===== src/rtl/core/ihds_pkg.sv =====
`timescale 1ns / 1ps
// ----------------------------------------------------------------------------
// ihds_pkg
// Types and constants for the image header dimension sniffer.
// ----------------------------------------------------------------------------
package ihds_pkg;

    typedef enum logic [2:0] {
        FMT_NONE = 3'd0,
        FMT_GIF  = 3'd1,
        FMT_JPEG = 3'd2,
        FMT_PNG  = 3'd3,
        FMT_BMP  = 3'd4,
        FMT_TIFF = 3'd5
    } fmt_t;

    typedef enum logic [4:0] {
        PH_MAGIC     = 5'd0,
        PH_FAIL      = 5'd1,
        PH_GIF_W     = 5'd2,
        PH_GIF_H     = 5'd3,
        PH_PNG_W     = 5'd4,
        PH_PNG_H     = 5'd5,
        PH_BMP_W     = 5'd6,
        PH_BMP_H     = 5'd7,
        PH_JP_MARK   = 5'd8,
        PH_JP_LEN    = 5'd9,
        PH_JP_H      = 5'd10,
        PH_JP_W      = 5'd11,
        PH_JP_PREFIX = 5'd12,
        PH_TF_IFD    = 5'd13,
        PH_TF_COUNT  = 5'd14,
        PH_TF_TAG    = 5'd15,
        PH_TF_TYPE   = 5'd16,
        PH_TF_VAL    = 5'd17
    } phase_t;

    typedef struct packed {
        logic [7:0] data_byte;
        logic       start_of_file;
        logic       end_of_file;
    } in_t;

    typedef struct packed {
        fmt_t        format;
        logic [31:0] image_width;
        logic [31:0] image_height;
    } out_t;

    localparam logic [7:0]  CH_G          = 8'h47;
    localparam logic [7:0]  CH_I          = 8'h49;
    localparam logic [7:0]  CH_F          = 8'h46;
    localparam logic [7:0]  CH_B          = 8'h42;
    localparam logic [7:0]  CH_M          = 8'h4D;
    localparam logic [7:0]  PNG_SIG0      = 8'd137;
    localparam logic [7:0]  CH_P          = 8'h50;
    localparam logic [7:0]  CH_N          = 8'h4E;
    localparam logic [7:0]  JPEG_PREFIX   = 8'hFF;
    localparam logic [7:0]  JPEG_SOI      = 8'hD8;
    localparam logic [15:0] JPEG_SOF0     = 16'd192;
    localparam logic [15:0] JPEG_SOF1     = 16'd193;
    localparam logic [15:0] JPEG_SOF2     = 16'd194;
    localparam logic [31:0] TIFF_MAGIC_BE = 32'h4D4D002A;
    localparam logic [31:0] TIFF_MAGIC_LE = 32'h49492A00;
    localparam logic [15:0] TIFF_TAG_W    = 16'd256;
    localparam logic [15:0] TIFF_TAG_H    = 16'd257;
    localparam logic [15:0] TIFF_SHORT    = 16'd3;
    localparam logic [15:0] TIFF_SSHORT   = 16'd8;
    localparam int          TIFF_HDR_LEN  = 8;
    // Bytes from the end of the signature to the first dimension field.
    localparam int          GIF_PAD       = 3;
    localparam int          PNG_BMP_PAD   = 15;

endpackage


===== src/rtl/core/image_header_dimension_sniffer.sv =====
`timescale 1ns / 1ps
// ----------------------------------------------------------------------------
// image_header_dimension_sniffer
// Detects GIF, JPEG, PNG, BMP and TIFF from a byte stream and reports the
// image width and height found in the header.
// ----------------------------------------------------------------------------
//  channel | direction | handshake          | payload
//  s_      | in        | s_valid / s_ready  | ihds_pkg::in_t  (one file byte)
//  m_      | out       | m_valid / m_ready  | ihds_pkg::out_t (format, size)
//
// Every byte is parsed in the cycle it is accepted; one byte per cycle while s_ready is high.
// At most one result per file, loaded into the output register on the
// byte that completes both dimensions or on the end-of-file byte.
// s_ready drops only while a result waits in the output register and
// m_ready is low. A start-of-file byte clears the parse state first.
// aresetn is synchronous and active low.
// ----------------------------------------------------------------------------
module image_header_dimension_sniffer #(
    parameter int OFFSET_BITS = 32
) (
    input  logic            aclk,
    input  logic            aresetn,
    input  logic            s_valid,
    output logic            s_ready,
    input  ihds_pkg::in_t   s_data,
    output logic            m_valid,
    input  logic            m_ready,
    output ihds_pkg::out_t  m_data
);

    ihds_pkg::phase_t       phase_reg, phase_next, cur_phase;
    logic [31:0]            magic_reg, magic_next, cur_magic;
    logic [OFFSET_BITS-1:0] skip_reg, skip_next, cur_skip;
    logic [31:0]            accum_reg, accum_next, cur_accum;
    logic [2:0]             fbi_reg, fbi_next, cur_fbi;
    logic                   be_reg, be_next, cur_be;
    logic [15:0]            left_reg, left_next, cur_left;
    logic [15:0]            tag_reg, tag_next, cur_tag;
    logic                   short_reg, short_next, cur_short;
    logic [31:0]            width_reg, width_next, cur_width;
    logic [31:0]            height_reg, height_next, cur_height;
    logic                   wknown_reg, wknown_next, cur_wknown;
    logic                   hknown_reg, hknown_next, cur_hknown;
    logic                   done_reg, done_next, cur_done;

    logic                   m_valid_reg;
    ihds_pkg::out_t         m_data_reg;

    logic                   in_fire;
    logic                   emit;
    ihds_pkg::out_t         emit_data;

    logic [7:0]             b;
    logic [31:0]            acc_base, acc_take;
    logic [2:0]             fbi_inc;
    logic                   got2, got4, got_val, val_short;
    logic [15:0]            left_dec;
    logic [OFFSET_BITS-1:0] ifd;
    logic [15:0]            seg_len;
    logic                   tf_w, tf_h;

    assign in_fire = s_valid && s_ready;
    assign s_ready = !m_valid_reg || m_ready;
    assign m_valid = m_valid_reg;
    assign m_data  = m_data_reg;
    assign b       = s_data.data_byte;

    // A start-of-file byte is parsed against freshly cleared state.
    always_comb begin
        if (s_data.start_of_file) begin
            cur_phase  = ihds_pkg::PH_MAGIC;
            cur_magic  = '0;
            cur_skip   = '0;
            cur_accum  = '0;
            cur_fbi    = '0;
            cur_be     = 1'b0;
            cur_left   = '0;
            cur_tag    = '0;
            cur_short  = 1'b0;
            cur_width  = '0;
            cur_height = '0;
            cur_wknown = 1'b0;
            cur_hknown = 1'b0;
            cur_done   = 1'b0;
        end else begin
            cur_phase  = phase_reg;
            cur_magic  = magic_reg;
            cur_skip   = skip_reg;
            cur_accum  = accum_reg;
            cur_fbi    = fbi_reg;
            cur_be     = be_reg;
            cur_left   = left_reg;
            cur_tag    = tag_reg;
            cur_short  = short_reg;
            cur_width  = width_reg;
            cur_height = height_reg;
            cur_wknown = wknown_reg;
            cur_hknown = hknown_reg;
            cur_done   = done_reg;
        end
    end

    // Field gathering shared by every multi-byte field after the signature.
    always_comb begin
        acc_base = (cur_fbi == 3'd0) ? 32'd0 : cur_accum;
        if (cur_be) begin
            acc_take = {acc_base[23:0], b};
        end else begin
            acc_take = acc_base | ({24'd0, b} << {cur_fbi[1:0], 3'b000});
        end
        fbi_inc   = cur_fbi + 3'd1;
        got2      = (fbi_inc >= 3'd2);
        got4      = (fbi_inc >= 3'd4);
        val_short = cur_short;
        got_val   = val_short ? got2 : got4;
        left_dec  = cur_left - 16'd1;
        ifd       = acc_take[OFFSET_BITS-1:0];
        seg_len   = acc_take[15:0];
        tf_w      = (cur_tag == ihds_pkg::TIFF_TAG_W);
        tf_h      = (cur_tag == ihds_pkg::TIFF_TAG_H);
    end

    always_comb begin
        phase_next  = cur_phase;
        magic_next  = cur_magic;
        skip_next   = cur_skip;
        accum_next  = cur_accum;
        fbi_next    = cur_fbi;
        be_next     = cur_be;
        left_next   = cur_left;
        tag_next    = cur_tag;
        short_next  = cur_short;
        width_next  = cur_width;
        height_next = cur_height;
        wknown_next = cur_wknown;
        hknown_next = cur_hknown;
        done_next   = cur_done;
        emit        = 1'b0;
        emit_data   = '{format: ihds_pkg::FMT_NONE, image_width: 32'd0, image_height: 32'd0};

        if (!cur_done) begin
            if (cur_skip != '0) begin
                skip_next = cur_skip - OFFSET_BITS'(1);
            end else begin
                unique case (cur_phase)
                    ihds_pkg::PH_MAGIC: begin
                        magic_next = {cur_magic[23:0], b};
                        fbi_next   = fbi_inc;
                        if (fbi_inc == 3'd3) begin
                            if (magic_next[23:16] == ihds_pkg::CH_G &&
                                magic_next[15:8] == ihds_pkg::CH_I &&
                                magic_next[7:0] == ihds_pkg::CH_F) begin
                                phase_next = ihds_pkg::PH_GIF_W;
                                skip_next  = OFFSET_BITS'(ihds_pkg::GIF_PAD);
                                be_next    = 1'b0;
                                fbi_next   = 3'd0;
                            end else if (magic_next[23:16] == ihds_pkg::JPEG_PREFIX &&
                                         magic_next[15:8] == ihds_pkg::JPEG_SOI) begin
                                phase_next = (magic_next[7:0] == ihds_pkg::JPEG_PREFIX) ?
                                             ihds_pkg::PH_JP_MARK : ihds_pkg::PH_FAIL;
                                skip_next  = '0;
                                be_next    = 1'b1;
                                fbi_next   = 3'd0;
                            end else if (magic_next[23:16] == ihds_pkg::PNG_SIG0 &&
                                         magic_next[15:8] == ihds_pkg::CH_P &&
                                         magic_next[7:0] == ihds_pkg::CH_N) begin
                                phase_next = ihds_pkg::PH_PNG_W;
                                skip_next  = OFFSET_BITS'(ihds_pkg::PNG_BMP_PAD);
                                be_next    = 1'b1;
                                fbi_next   = 3'd0;
                            end else if (magic_next[23:16] == ihds_pkg::CH_B &&
                                         magic_next[15:8] == ihds_pkg::CH_M) begin
                                phase_next = ihds_pkg::PH_BMP_W;
                                skip_next  = OFFSET_BITS'(ihds_pkg::PNG_BMP_PAD);
                                be_next    = 1'b0;
                                fbi_next   = 3'd0;
                            end
                        end else if (fbi_inc >= 3'd4) begin
                            skip_next = '0;
                            fbi_next  = 3'd0;
                            if (magic_next == ihds_pkg::TIFF_MAGIC_BE) begin
                                phase_next = ihds_pkg::PH_TF_IFD;
                                be_next    = 1'b1;
                            end else if (magic_next == ihds_pkg::TIFF_MAGIC_LE) begin
                                phase_next = ihds_pkg::PH_TF_IFD;
                                be_next    = 1'b0;
                            end else begin
                                phase_next = ihds_pkg::PH_FAIL;
                                be_next    = 1'b0;
                            end
                        end
                    end
                    ihds_pkg::PH_GIF_W, ihds_pkg::PH_PNG_W, ihds_pkg::PH_BMP_W: begin
                        accum_next = acc_take;
                        fbi_next   = got2 ? 3'd0 : fbi_inc;
                        if (got2) begin
                            width_next  = acc_take;
                            wknown_next = 1'b1;
                            if (cur_phase == ihds_pkg::PH_GIF_W) begin
                                phase_next = ihds_pkg::PH_GIF_H;
                                skip_next  = '0;
                            end else if (cur_phase == ihds_pkg::PH_PNG_W) begin
                                phase_next = ihds_pkg::PH_PNG_H;
                                skip_next  = OFFSET_BITS'(2);
                            end else begin
                                phase_next = ihds_pkg::PH_BMP_H;
                                skip_next  = OFFSET_BITS'(2);
                            end
                        end
                    end
                    ihds_pkg::PH_GIF_H, ihds_pkg::PH_PNG_H, ihds_pkg::PH_BMP_H: begin
                        accum_next = acc_take;
                        fbi_next   = got2 ? 3'd0 : fbi_inc;
                        if (got2) begin
                            height_next = acc_take;
                            hknown_next = 1'b1;
                            emit        = 1'b1;
                            emit_data.image_width  = cur_width;
                            emit_data.image_height = acc_take;
                            if (cur_phase == ihds_pkg::PH_GIF_H) begin
                                emit_data.format = ihds_pkg::FMT_GIF;
                            end else if (cur_phase == ihds_pkg::PH_PNG_H) begin
                                emit_data.format = ihds_pkg::FMT_PNG;
                            end else begin
                                emit_data.format = ihds_pkg::FMT_BMP;
                            end
                        end
                    end
                    ihds_pkg::PH_JP_MARK: begin
                        tag_next   = {8'd0, b};
                        phase_next = ihds_pkg::PH_JP_LEN;
                    end
                    ihds_pkg::PH_JP_LEN: begin
                        accum_next = acc_take;
                        fbi_next   = got2 ? 3'd0 : fbi_inc;
                        if (got2) begin
                            be_next = 1'b1;
                            if (cur_tag == ihds_pkg::JPEG_SOF0 ||
                                cur_tag == ihds_pkg::JPEG_SOF1 ||
                                cur_tag == ihds_pkg::JPEG_SOF2) begin
                                phase_next = ihds_pkg::PH_JP_H;
                                skip_next  = OFFSET_BITS'(1);
                            end else begin
                                // The length counts its own two bytes.
                                phase_next = ihds_pkg::PH_JP_PREFIX;
                                skip_next  = (seg_len >= 16'd2) ?
                                             OFFSET_BITS'(seg_len - 16'd2) : '0;
                            end
                        end
                    end
                    ihds_pkg::PH_JP_H: begin
                        accum_next = acc_take;
                        fbi_next   = got2 ? 3'd0 : fbi_inc;
                        if (got2) begin
                            height_next = acc_take;
                            hknown_next = 1'b1;
                            phase_next  = ihds_pkg::PH_JP_W;
                        end
                    end
                    ihds_pkg::PH_JP_W: begin
                        accum_next = acc_take;
                        fbi_next   = got2 ? 3'd0 : fbi_inc;
                        if (got2) begin
                            width_next  = acc_take;
                            wknown_next = 1'b1;
                            emit        = 1'b1;
                            emit_data.format       = ihds_pkg::FMT_JPEG;
                            emit_data.image_width  = acc_take;
                            emit_data.image_height = cur_height;
                        end
                    end
                    ihds_pkg::PH_JP_PREFIX: begin
                        phase_next = (b == ihds_pkg::JPEG_PREFIX) ?
                                     ihds_pkg::PH_JP_MARK : ihds_pkg::PH_FAIL;
                    end
                    ihds_pkg::PH_TF_IFD: begin
                        accum_next = acc_take;
                        fbi_next   = got4 ? 3'd0 : fbi_inc;
                        if (got4) begin
                            // The offset counts from file start; the header is behind us.
                            phase_next = ihds_pkg::PH_TF_COUNT;
                            skip_next  = (ifd >= OFFSET_BITS'(ihds_pkg::TIFF_HDR_LEN)) ?
                                         ifd - OFFSET_BITS'(ihds_pkg::TIFF_HDR_LEN) : '0;
                        end
                    end
                    ihds_pkg::PH_TF_COUNT: begin
                        accum_next = acc_take;
                        fbi_next   = got2 ? 3'd0 : fbi_inc;
                        if (got2) begin
                            left_next  = acc_take[15:0];
                            phase_next = (acc_take[15:0] == 16'd0) ?
                                         ihds_pkg::PH_FAIL : ihds_pkg::PH_TF_TAG;
                        end
                    end
                    ihds_pkg::PH_TF_TAG: begin
                        accum_next = acc_take;
                        fbi_next   = got2 ? 3'd0 : fbi_inc;
                        if (got2) begin
                            tag_next   = acc_take[15:0];
                            phase_next = ihds_pkg::PH_TF_TYPE;
                        end
                    end
                    ihds_pkg::PH_TF_TYPE: begin
                        accum_next = acc_take;
                        fbi_next   = got2 ? 3'd0 : fbi_inc;
                        if (got2) begin
                            short_next = (acc_take[15:0] == ihds_pkg::TIFF_SHORT) ||
                                         (acc_take[15:0] == ihds_pkg::TIFF_SSHORT);
                            // Step over the four-byte count field.
                            skip_next  = OFFSET_BITS'(4);
                            phase_next = ihds_pkg::PH_TF_VAL;
                        end
                    end
                    ihds_pkg::PH_TF_VAL: begin
                        accum_next = acc_take;
                        fbi_next   = got_val ? 3'd0 : fbi_inc;
                        if (got_val) begin
                            if (tf_w) begin
                                width_next  = acc_take;
                                wknown_next = 1'b1;
                            end else if (tf_h) begin
                                height_next = acc_take;
                                hknown_next = 1'b1;
                            end
                            if (wknown_next && hknown_next) begin
                                emit = 1'b1;
                                emit_data.format       = ihds_pkg::FMT_TIFF;
                                emit_data.image_width  = width_next;
                                emit_data.image_height = height_next;
                            end else begin
                                left_next  = left_dec;
                                skip_next  = val_short ? OFFSET_BITS'(2) : '0;
                                phase_next = (left_dec == 16'd0) ?
                                             ihds_pkg::PH_FAIL : ihds_pkg::PH_TF_TAG;
                            end
                        end
                    end
                    ihds_pkg::PH_FAIL: begin
                    end
                    default: begin
                    end
                endcase
            end

            if (!emit && s_data.end_of_file) begin
                emit      = 1'b1;
                emit_data = '{format: ihds_pkg::FMT_NONE, image_width: 32'd0,
                              image_height: 32'd0};
            end
            if (emit) begin
                done_next = 1'b1;
            end
        end
    end

    always_ff @(posedge aclk) begin
        if (!aresetn) begin
            phase_reg  <= ihds_pkg::PH_MAGIC;
            magic_reg  <= '0;
            skip_reg   <= '0;
            accum_reg  <= '0;
            fbi_reg    <= '0;
            be_reg     <= 1'b0;
            left_reg   <= '0;
            tag_reg    <= '0;
            short_reg  <= 1'b0;
            width_reg  <= '0;
            height_reg <= '0;
            wknown_reg <= 1'b0;
            hknown_reg <= 1'b0;
            done_reg   <= 1'b0;
        end else if (in_fire) begin
            phase_reg  <= phase_next;
            magic_reg  <= magic_next;
            skip_reg   <= skip_next;
            accum_reg  <= accum_next;
            fbi_reg    <= fbi_next;
            be_reg     <= be_next;
            left_reg   <= left_next;
            tag_reg    <= tag_next;
            short_reg  <= short_next;
            width_reg  <= width_next;
            height_reg <= height_next;
            wknown_reg <= wknown_next;
            hknown_reg <= hknown_next;
            done_reg   <= done_next;
        end
    end

    always_ff @(posedge aclk) begin
        if (!aresetn) begin
            m_valid_reg <= 1'b0;
        end else if (in_fire && emit) begin
            m_valid_reg <= 1'b1;
        end else if (m_ready) begin
            m_valid_reg <= 1'b0;
        end
    end

    always_ff @(posedge aclk) begin
        if (in_fire && emit) begin
            m_data_reg <= emit_data;
        end
    end

`ifndef ASSERT_OFF
    a_eof_sets_done: assert property (@(posedge aclk) disable iff (!aresetn)
        (in_fire && s_data.end_of_file) |=> done_reg)
        else $error("end-of-file transaction did not finish the file");

    a_done_silent: assert property (@(posedge aclk) disable iff (!aresetn)
        (in_fire && done_reg && !s_data.start_of_file) |-> !emit)
        else $error("second result for one file");

    a_none_zero: assert property (@(posedge aclk) disable iff (!aresetn)
        (m_valid && m_data.format == ihds_pkg::FMT_NONE) |->
        (m_data.image_width == 32'd0 && m_data.image_height == 32'd0))
        else $error("unsupported result with nonzero dimensions");

    a_skip_holds_phase: assert property (@(posedge aclk) disable iff (!aresetn)
        (in_fire && !done_reg && !s_data.start_of_file && skip_reg != '0) |=>
        $stable(phase_reg))
        else $error("phase changed while skipping bytes");
`endif

endmodule


===== config.mk =====
export PLATFORM = sky130hd
export DESIGN_NAME = image_header_dimension_sniffer
export DESIGN_NICKNAME = d
export VERILOG_FILES = /design/src/rtl/core/ihds_pkg.sv /design/src/rtl/core/image_header_dimension_sniffer.sv
export SDC_FILE = /design/constraint.sdc
export NUM_CORES = 1
export LEC_CHECK = 0
export ABC_AREA = 1
export ABC_CLOCK_PERIOD_IN_PS = 6100
export BUFFER_PORTS_ARGS = -buffer_cell sky130_fd_sc_hd__buf_4
export CORE_UTILIZATION = 46
export DETAILED_ROUTE_END_ITERATION = 12
export PLACE_DENSITY = 0.7
export SLEW_MARGIN = 20
export SYNTH_ARGS = -nofsm -noshare
export SYNTH_HDL_FRONTEND = slang
export SYNTH_SLANG_ARGS = --single-unit

===== constraint.sdc =====
create_clock -name aclk -period 6.1 [get_ports aclk]
set_clock_uncertainty 0.05 [all_clocks]
set_input_delay 1.22 -clock aclk [delete_from_list [all_inputs] [get_ports aclk]]
set_output_delay 1.22 -clock aclk [all_outputs]
set_load 0.01 [all_outputs]

### Yosys cells after proc, flatten, opt, wreduce, memory -nomap -nowiden

Index checks and enable logic that the tools add are counted.

* bits of input ports: 14
* output and inout port bits: 69
* register bits: 273
* logic and storage cells: 255

* add/sub/neg operators: 5
* muxes and demuxes: 159
* $lt $le $gt $ge: 4
* reduce and logical (&&, ||, !) cells: 30
* shift operators: 1
* bitwise gates (word level): 1
* equal/unequal tests: 37

Operators with widths (count)
* 32-bit 2-to-1 mux: 41
* 67-bit 2-to-1 mux: 3
* 67-bit case mux with 3 select lines: 1
* 32-bit case mux with 6 select lines: 1
* 16-bit 2-to-1 mux: 10
* 32-bit case mux with 2 select lines: 2
* 5-bit 2-to-1 mux: 18
* 66-bit 2-to-1 mux: 1
* 32-bit by 31-bit equality test with 1-bit output, second input constant: 2
* 16-bit case mux with 2 select lines: 2
* 8-bit by 7-bit equality test with 1-bit output, second input constant: 7
* 5-bit case mux with 11 select lines: 1
* 1-bit 2-to-1 mux: 51
* 16-bit by 8-bit equality test with 1-bit output, second input constant: 3
* 3-bit 2-to-1 mux: 15
* 5-bit by 4-bit equality test with 1-bit output, second input constant: 8
* 16-bit by 9-bit equality test with 1-bit output, second input constant: 2
* 8-bit equality test, second input constant: 4
* 32-bit by 4-bit >= comparator with 1-bit output, second input constant: 1
* 16-bit logical NOT: 2
* 32-bit OR: 1
* 32-bit nonzero test: 1
* 8-bit by 5-bit left shift with 32-bit output: 1
* 32-bit by 1-bit subtractor with 32-bit output, second input constant: 1
* 27 further kinds: 58

### Longest topological paths before layout

Gate-level depths: netlist of the first run.

* depth after elaboration: 21
* depth in mapped cells: 23

### Least setup slack after synthesis of the first run

Ideal clock, no wire load.

* kind: in2reg
* start point: in s_data[1] (netlist name)
* end point: reg m_data_reg (netlist bit m_data[0]) (enable)
* data arrival time: 5757 ps
* path slack: -200 ps
* stages on the path: 13
* required time: 5556 ps
* buffers on the path: 4
* library setup time: 494 ps
* path through: buf_6 buf_6 buf_6 nor2_1 inv_1 ha_1 nand3_1 nor3_4 nand3_4 inv_1 buf_2 a21oi_1 nor2_1

* longest elaborated chain between the ends: 20

RTL lines
* start, declared: RTL line image_header_dimension_sniffer.sv:25 `input ihds_pkg::in_t s_data,`
* 16-bit 2-to-1 mux: RTL line image_header_dimension_sniffer.sv:70 `if (s_data.start_of_file) begin`
* 16-bit by 9-bit equality test with 1-bit output: RTL line image_header_dimension_sniffer.sv:120 `tf_h = (cur_tag == ihds_pkg::TIFF_TAG_H);`
* 1-bit 2-to-1 mux: RTL line image_header_dimension_sniffer.sv:321 `end else if (tf_h) begin`
* 1-bit 2-to-1 mux: RTL line image_header_dimension_sniffer.sv:318 `if (tf_w) begin`
* 1-bit 2-to-1 mux: RTL line image_header_dimension_sniffer.sv:317 `if (got_val) begin`
* 1-bit 2-to-1 mux: RTL line image_header_dimension_sniffer.sv:145 `unique case (cur_phase)`
* 1-bit 2-to-1 mux: RTL line image_header_dimension_sniffer.sv:142 `if (cur_skip != '0) begin`
* 1-bit 2-to-1 mux: RTL line image_header_dimension_sniffer.sv:141 `if (!cur_done) begin`
* (+4 left out)
* 1-bit 2-to-1 mux: RTL line image_header_dimension_sniffer.sv:142
* 1-bit 2-to-1 mux: RTL line image_header_dimension_sniffer.sv:141
* 1-bit logical NOT: RTL line image_header_dimension_sniffer.sv:345 `if (!emit && s_data.end_of_file) begin`
* 1-bit logical AND: RTL line image_header_dimension_sniffer.sv:345
* 1-bit 2-to-1 mux: RTL line image_header_dimension_sniffer.sv:345
* 1-bit 2-to-1 mux: RTL line image_header_dimension_sniffer.sv:141
* 1-bit 2-to-1 mux (*): RTL line image_header_dimension_sniffer.sv:141
* 1-bit logical AND (*): RTL line image_header_dimension_sniffer.sv:401 `if (in_fire && emit) begin`
* end signal, assigned: RTL line image_header_dimension_sniffer.sv:402 `m_data_reg <= emit_data;`
* end, declared: RTL line image_header_dimension_sniffer.sv:47 `ihds_pkg::out_t m_data_reg;`

Mark *: on every way between the ends. The rest lies on a longest branch, timed or not. The select of a mux whose other input is x is not followed.
A chain may end at the register's enable or synchronous reset.

### Worst setup path in the final report of the first run

* start point: in s_data[1] (netlist name)
* end point: reg skip_reg[6]

* longest elaborated chain between the ends: 14

RTL lines
* parallel branches: the longest is 13 deep, another holds 32-bit by 4-bit subtractor with 32-bit output
* 32-bit 2-to-1 mux (*): RTL line image_header_dimension_sniffer.sv:141
* end signal, assigned: RTL line image_header_dimension_sniffer.sv:375 `skip_reg <= skip_next;`
* end, declared: RTL line image_header_dimension_sniffer.sv:33 `logic [OFFSET_BITS-1:0] skip_reg, skip_next, cur_skip;`

Mark *: on every way between the ends. The select of a mux whose other input is x is not followed.

==> flow_summary.toml, run 1 <==
[yosys]
syn_area_um2 = 20000
netlist_instances = 3223
synth_cell_types = 64
synth_top_cells_by_area = "dfxtp_1 20%, nand2_1 14%, edfxtp_1 10%"
syn_nets = 3247
synth_common_cells = "729 x nand2_1, 386 x nor2_1, 352 x inv_1"
synth.top_cell.area_share = 0.199
ys_seq_area_frac = 0.300
ys_warn_count = 0
yosys_most_used_dff = "dfxtp_1"
yosysTopAreaCell = "dfxtp_1"
synth.most_common_cell = "nand2_1"
avgSynthCellArea_um2 = 6.19
synth_async_sr_flop_share = 0
ys_ff_latch = 265
synth_edf_count = 67

[timing]
worst_pin_slew_ns = 0.985
period_needed_ns = 4.95
finalSetupTns_ns = 0
maxSlewHeadroom = 0.341
fmax_mhz = 202
post-route-period-util = 0.811
grt_setup_unrepaired = "false"
hold_viol = 0
setup_viol = 0
final_max_slew_viol_count = 0

[clock_network]
numCtsBuffers = 34
clockBufferDepth = 3
cts_tree = "done"
root_buffer = "clkbuf_16"
cts_resized = 0
clk_latency_ns = 0.58
postCtsSetupBuffers = 0
postCtsHoldBufs = 0
cts.clk_slew.worst_paths_ns = 0.06
cts_sinks = 265
htreeDepth = 2

[pwr]
combinationalPowerShare = 0.246
p_seq_frac = 0.374
swShare = 0.361
power.internal_mw = 3.35
p_clk_frac = 0.380
powerDensity_nw_per_um2 = 236
leakage_nw = 9.94
switching_power_mw = 1.89
ir_drop_v = 0.000226

[floorplanning]
die_h_um = 210
dieArea_um2 = 44200
die_w_um = 210
design.core.area_um2 = 42300
num_io_pins = 83
start_util = 0.471
num_rows = 75

[place]
gp_congestion = 1.04
dp_cells = 3776
dpl.hpwl_um = 64300
place_area_um2 = 21100
io_buffers = 82

[global_routing]
antenna_found_initial = 1
grt_pass1_wl_um = 134000
gr-total-overflow = 0
grt_max_degree = 119
grt_pass1_vias = 21500
grt_usage = 0.402

[cells_and_area]
layout.cells.non_filler = 3838
syn_to_final_growth_pct = 11.0
fin_util = 0.523
drive_gt1_frac = 0.100
antenna_cells = 0
final_cell_area_um2 = 22200
largest_reg_flops = 67
final_net_count = 3259

[critical_path]
path_class = "in2reg"
r2r_slack_ns = 1.85
arrival_ns = 5.33
crit_path_end_kind = "flip-flop"
start_kind = "primary input"
crit_fanout = 36
required_ns = 6.48

[detailed_routing]
drc = 0
drt_iter0_drc = 3271
viasPerCell = 6.11
ant_nets = 0
wl_um = 89400
dr.pass1.iters = 8
wl_per_cell_um = 23.3
vias = 23500

[run_status]
status = "complete, no violations"

[worst_hold_path]
min_path_type = "reg2reg"

[flow_run]
cap_violations = 0
[critical path, stage by stage]
cell,delay [ns]
buf_4,0.40
inv_6,0.18
nand2_2,0.35
nand3_4,0.37
nand2_1,0.20
nand3_1,0.12
nand2_2,0.39
ha_1,0.29
inv_1,0.07
a21oi_1,0.21
nand2_1,0.09
nor2_1,0.23
nand3_1,0.15
nand2_1,0.11
inv_1,0.23
o21ai_0,0.20
nand4_1,0.27
nand2_1,0.14
a21oi_1,0.06
[power by group through the flow]
| stage | combinational [mW] | sequential, mW | clock, mW |
|---|---|---|---|
| CTS | 1.24 | 1.96 | 2.01 |
| floorplan | 0.810 | 1.98 | 0 |
| finish | 1.29 | 1.96 | 1.99 |
| detailed placement | 1.24 | 1.99 | 0 |
| global route | 1.39 | 1.97 | 2.07 |
| global placement | 1.23 | 1.99 | 0 |
[cells in the final DEF, fill, tap and decap left out, drive strengths merged, types with 23 or more instances in the layout]
master  instances
dfxtp         198
a21oi         283
xor2           29
nor3           34
inv           375
clkinv         23
clkbuf         42
o21ai         328
o211ai         40
nor2          409
buf           161
edfxtp         67
nand3         258
nand4          35
o22ai          46
a31oi          46
nand2         771
[layer usage]
metal | GRT usage | part of all wire | vias to the layer above
met1 | 0.542 | 0.41 | 10900
met3 | 0.0781 | 0.11 | 292
met2 | 0.597 | 0.42 | 1513
met4 | 0.228 | 0.061 | 2
li1 | - | - | 10800
met5 | 0 | 0.00012 | -
[per-stage QoR]
stage | worst slack [ns] | total power [mW] | hold slack [ns]
after floorplan | 0.931 | 2.79 | 0.374
after detailed placement | 0.559 | 3.23 | 0.402
final | 1.15 | 5.24 | 0.411
after CTS | 1.15 | 5.21 | 0.412
after global placement | 0.729 | 3.22 | 0.394
after global routing | 0.886 | 5.43 | 0.434
[area by class of cell]
type                            count  area, um^2
Fill cell                        4362       20200
Timing Repair Buffer              161        1270
Inverter                          382        1440
Clock buffer                       42         891
Clock inverter                     20         190
Tap cell                          577         722
Multi-Input combinational cell   2391       11700
Sequential cell                   265        5980
[worst paths after layout]
| kind | startpoint | endpoint | cells past startpoint |
|---|---|---|---|
| min reg2reg | width_reg[9]$_SDFFE_PN0P_ | width_reg[9]$_SDFFE_PN0P_ | 2 |
| max reg2reg | fbi_reg[1]$_SDFFE_PN0P_ | skip_reg[30]$_SDFFE_PN0P_ | 14 |
| max | s_data[1] | skip_reg[6]$_SDFFE_PN0P_ | 19 |
| min | width_reg[9]$_SDFFE_PN0P_ | width_reg[9]$_SDFFE_PN0P_ | 2 |
[cell families (layout without fill, tap and decap cells)]
kind of cell / after synthesis / count (layout) / synth area share
XOR/XNOR: 35 / 35 / 0.0157
buffers and inverters: 567 / 605 / 0.117
flip-flops: 265 / 265 / 0.300
AO/OA/AOI/OAI: 826 / 826 / 0.236
AND/OR/NAND/NOR: 1520 / 1520 / 0.325
adder cells (fa/ha/maj): 10 / 10 / 0.00627
Note: power is estimated with default switching activity, not from simulation.
==> inputs of run 2 (changes only) <==
--- a/config.mk
+++ b/config.mk
@@ -6,11 +6,11 @@
 export NUM_CORES = 1
 export LEC_CHECK = 0
 export ABC_AREA = 1
-export ABC_CLOCK_PERIOD_IN_PS = 6100
+export ABC_CLOCK_PERIOD_IN_PS = 5100
 export BUFFER_PORTS_ARGS = -buffer_cell sky130_fd_sc_hd__buf_4
 export CORE_UTILIZATION = 46
 export DETAILED_ROUTE_END_ITERATION = 12
-export PLACE_DENSITY = 0.7
+export PLACE_DENSITY = 0.67
 export SLEW_MARGIN = 20
 export SYNTH_ARGS = -nofsm -noshare
 export SYNTH_HDL_FRONTEND = slang
==> constraint.sdc (replaced) <==
create_clock -name aclk -period 5.1 [get_ports aclk]
set_clock_uncertainty 0.05 [all_clocks]
set_input_delay 1.02 -clock aclk [delete_from_list [all_inputs] [get_ports aclk]]
set_output_delay 1.02 -clock aclk [all_outputs]
set_load 0.01 [all_outputs]
==> run 2 against run 1 <==
Compared with the run above: sequential cell count unchanged; sequential share of layout area decreased by 0.30 points; worst hold slack got worse by 0.0045 ns; design area increased by 1.1%; cell count increased by 0.73%; non-clock buffer count increased by 27; total power increased by 22%; clock power increased by 26%; die area unchanged; sequential power increased by 19%; largest cell class unchanged; largest power group unchanged.
==> flow_summary.toml, run 2 (same netlist as run 1, synthesis figures left out) <==
[run_status]
status = "complete, no violations"

[critical_path]
crit_path_end_kind = "flip-flop"
start_kind = "primary input"
required_ns = 5.54
crit_fanout = 46
arrival_ns = 4.76
r2r_slack_ns = 1.18
path_class = "in2reg"

[pwr]
powerDensity_nw_per_um2 = 286
swShare = 0.348
switching_power_mw = 2.23
p_seq_frac = 0.365
combinationalPowerShare = 0.244
p_total_mw = 6.41
power.internal_mw = 4.18
p_clk_frac = 0.391
leakage_nw = 10.1
ir_drop_v = 0.000241

[detailed_routing]
drt_iter0_drc = 3366
ant_nets = 0
dr.pass1.iters = 6
vias = 23600
viasPerCell = 6.10
wl_um = 90800
wl_per_cell_um = 23.5
drc = 0

[worst_hold_path]
min_path_type = "reg2reg"

[timing]
maxSlewHeadroom = 0.261
post-route-period-util = 0.848
worst_pin_slew_ns = 1.11
whs_ns = 0.407
hold_viol = 0
fmax_mhz = 231
finalWorstSetupSlack_ns = 0.776
final_max_slew_viol_count = 0
setup_viol = 0
period_needed_ns = 4.32
finalSetupTns_ns = 0
grt_setup_unrepaired = "false"

[clock_network]
cts_resized = 0
numCtsBuffers = 34
postCtsSetupBuffers = 0
htreeDepth = 2
root_buffer = "clkbuf_16"
clockBufferDepth = 3
cts.clk_slew.worst_paths_ns = 0.06
cts_tree = "done"
postCtsHoldBufs = 0
cts_sinks = 265
clk_latency_ns = 0.57

[global_routing]
grt_pass1_vias = 21500
antenna_found_initial = 5
gr-total-overflow = 0
grt_usage = 0.404
grt_pass1_wl_um = 135000
grt_max_degree = 97

[place]
place_area_um2 = 21300
gp_congestion = 1.16
dp_cells = 3803
dpl.hpwl_um = 66100
io_buffers = 82
place_ws_ns = 0.315

[cells_and_area]
final_common_cell = "nand2_1"
largest_reg_flops = 67
layout_common_cells = "728 x nand2_1, 385 x nor2_1, 352 x inv_1"
fin_util = 0.529
layout.cells.non_filler = 3866
final_net_count = 3286
drive_gt1_frac = 0.107
fillers = 4367
syn_to_final_growth_pct = 12.3
final_cell_area_um2 = 22400

[floorplanning]
dieArea_um2 = 44200
die_w_um = 210
start_util = 0.471
design.core.area_um2 = 42300
die_h_um = 210
num_rows = 75
num_io_pins = 83

[flow_run]
cap_violations = 0
-- run 2: changes by cell type in the layout (fill, tap and decap cells not counted), sizes merged --
cell / delta
buf: +27
bufinv: +3
clkbuf: +3
clkinv: -3
clkinvlp: -3
diode: +1
-- run 2: power groups by stage --
stage / logic [mW] / registers (mW) / clock network, mW
3_3_place_gp: 1.49 / 2.38 / 0
2_1_floorplan: 0.969 / 2.37 / 0
4_1_cts: 1.51 / 2.34 / 2.53
5_1_grt: 1.67 / 2.35 / 2.62
3_5_place_dp: 1.50 / 2.38 / 0
6_report: 1.57 / 2.34 / 2.50
-- run 2: layer usage --
metal | global-route usage | wire length [um] | vias up | part of all wire
met1 | 0.544 | 36900 | 10900 | 0.41
met3 | 0.101 | 10900 | 267 | 0.12
met2 | 0.604 | 38300 | 1558 | 0.42
li1 | - | - | 10900 | -
met5 | 0 | 63 | - | 0.00069
met4 | 0.193 | 4600 | 10 | 0.051
-- run 2: final timing paths --
path                      startpoint                        end  cells past startpoint
max                        s_data[1]  skip_reg[24]$_SDFFE_PN0P_                     16
min          fbi_reg[2]$_SDFFE_PN0P_    fbi_reg[2]$_SDFFE_PN0P_                      2
max reg2reg      be_reg$_SDFFE_PN0P_  skip_reg[24]$_SDFFE_PN0P_                     16
min reg2reg  fbi_reg[2]$_SDFFE_PN0P_    fbi_reg[2]$_SDFFE_PN0P_                      2
-- run 2: area by class of cell --
cell class | instances | area, um^2 | area share
Multi-Input combinational cell | 2391 | 11700 | 0.520
Sequential cell | 265 | 5980 | 0.267
Clock buffer | 45 | 912 | 0.0407
Tap cell | 577 | 722 | 0.0322
Timing Repair Buffer | 188 | 1470 | 0.0658
Antenna cell | 1 | 2.50 | 0.000112
Clock inverter | 17 | 223 | 0.00994
Inverter | 382 | 1440 | 0.0644
-- run 2: critical path: stages --
cell and delay, ns:
buf_4 0.25, buf_4 0.54, nor2_1 0.17, nand2_1 0.13, nand3_1 0.08, nand2_1 0.49, nand2_1 0.16, nor2_1 0.32
nand2_1 0.20, nor2_4 0.27, nand2_1 0.10, xor2_1 0.54, nand2_1 0.15, nand3_1 0.11, nand2_1 0.05, a21oi_1 0.15
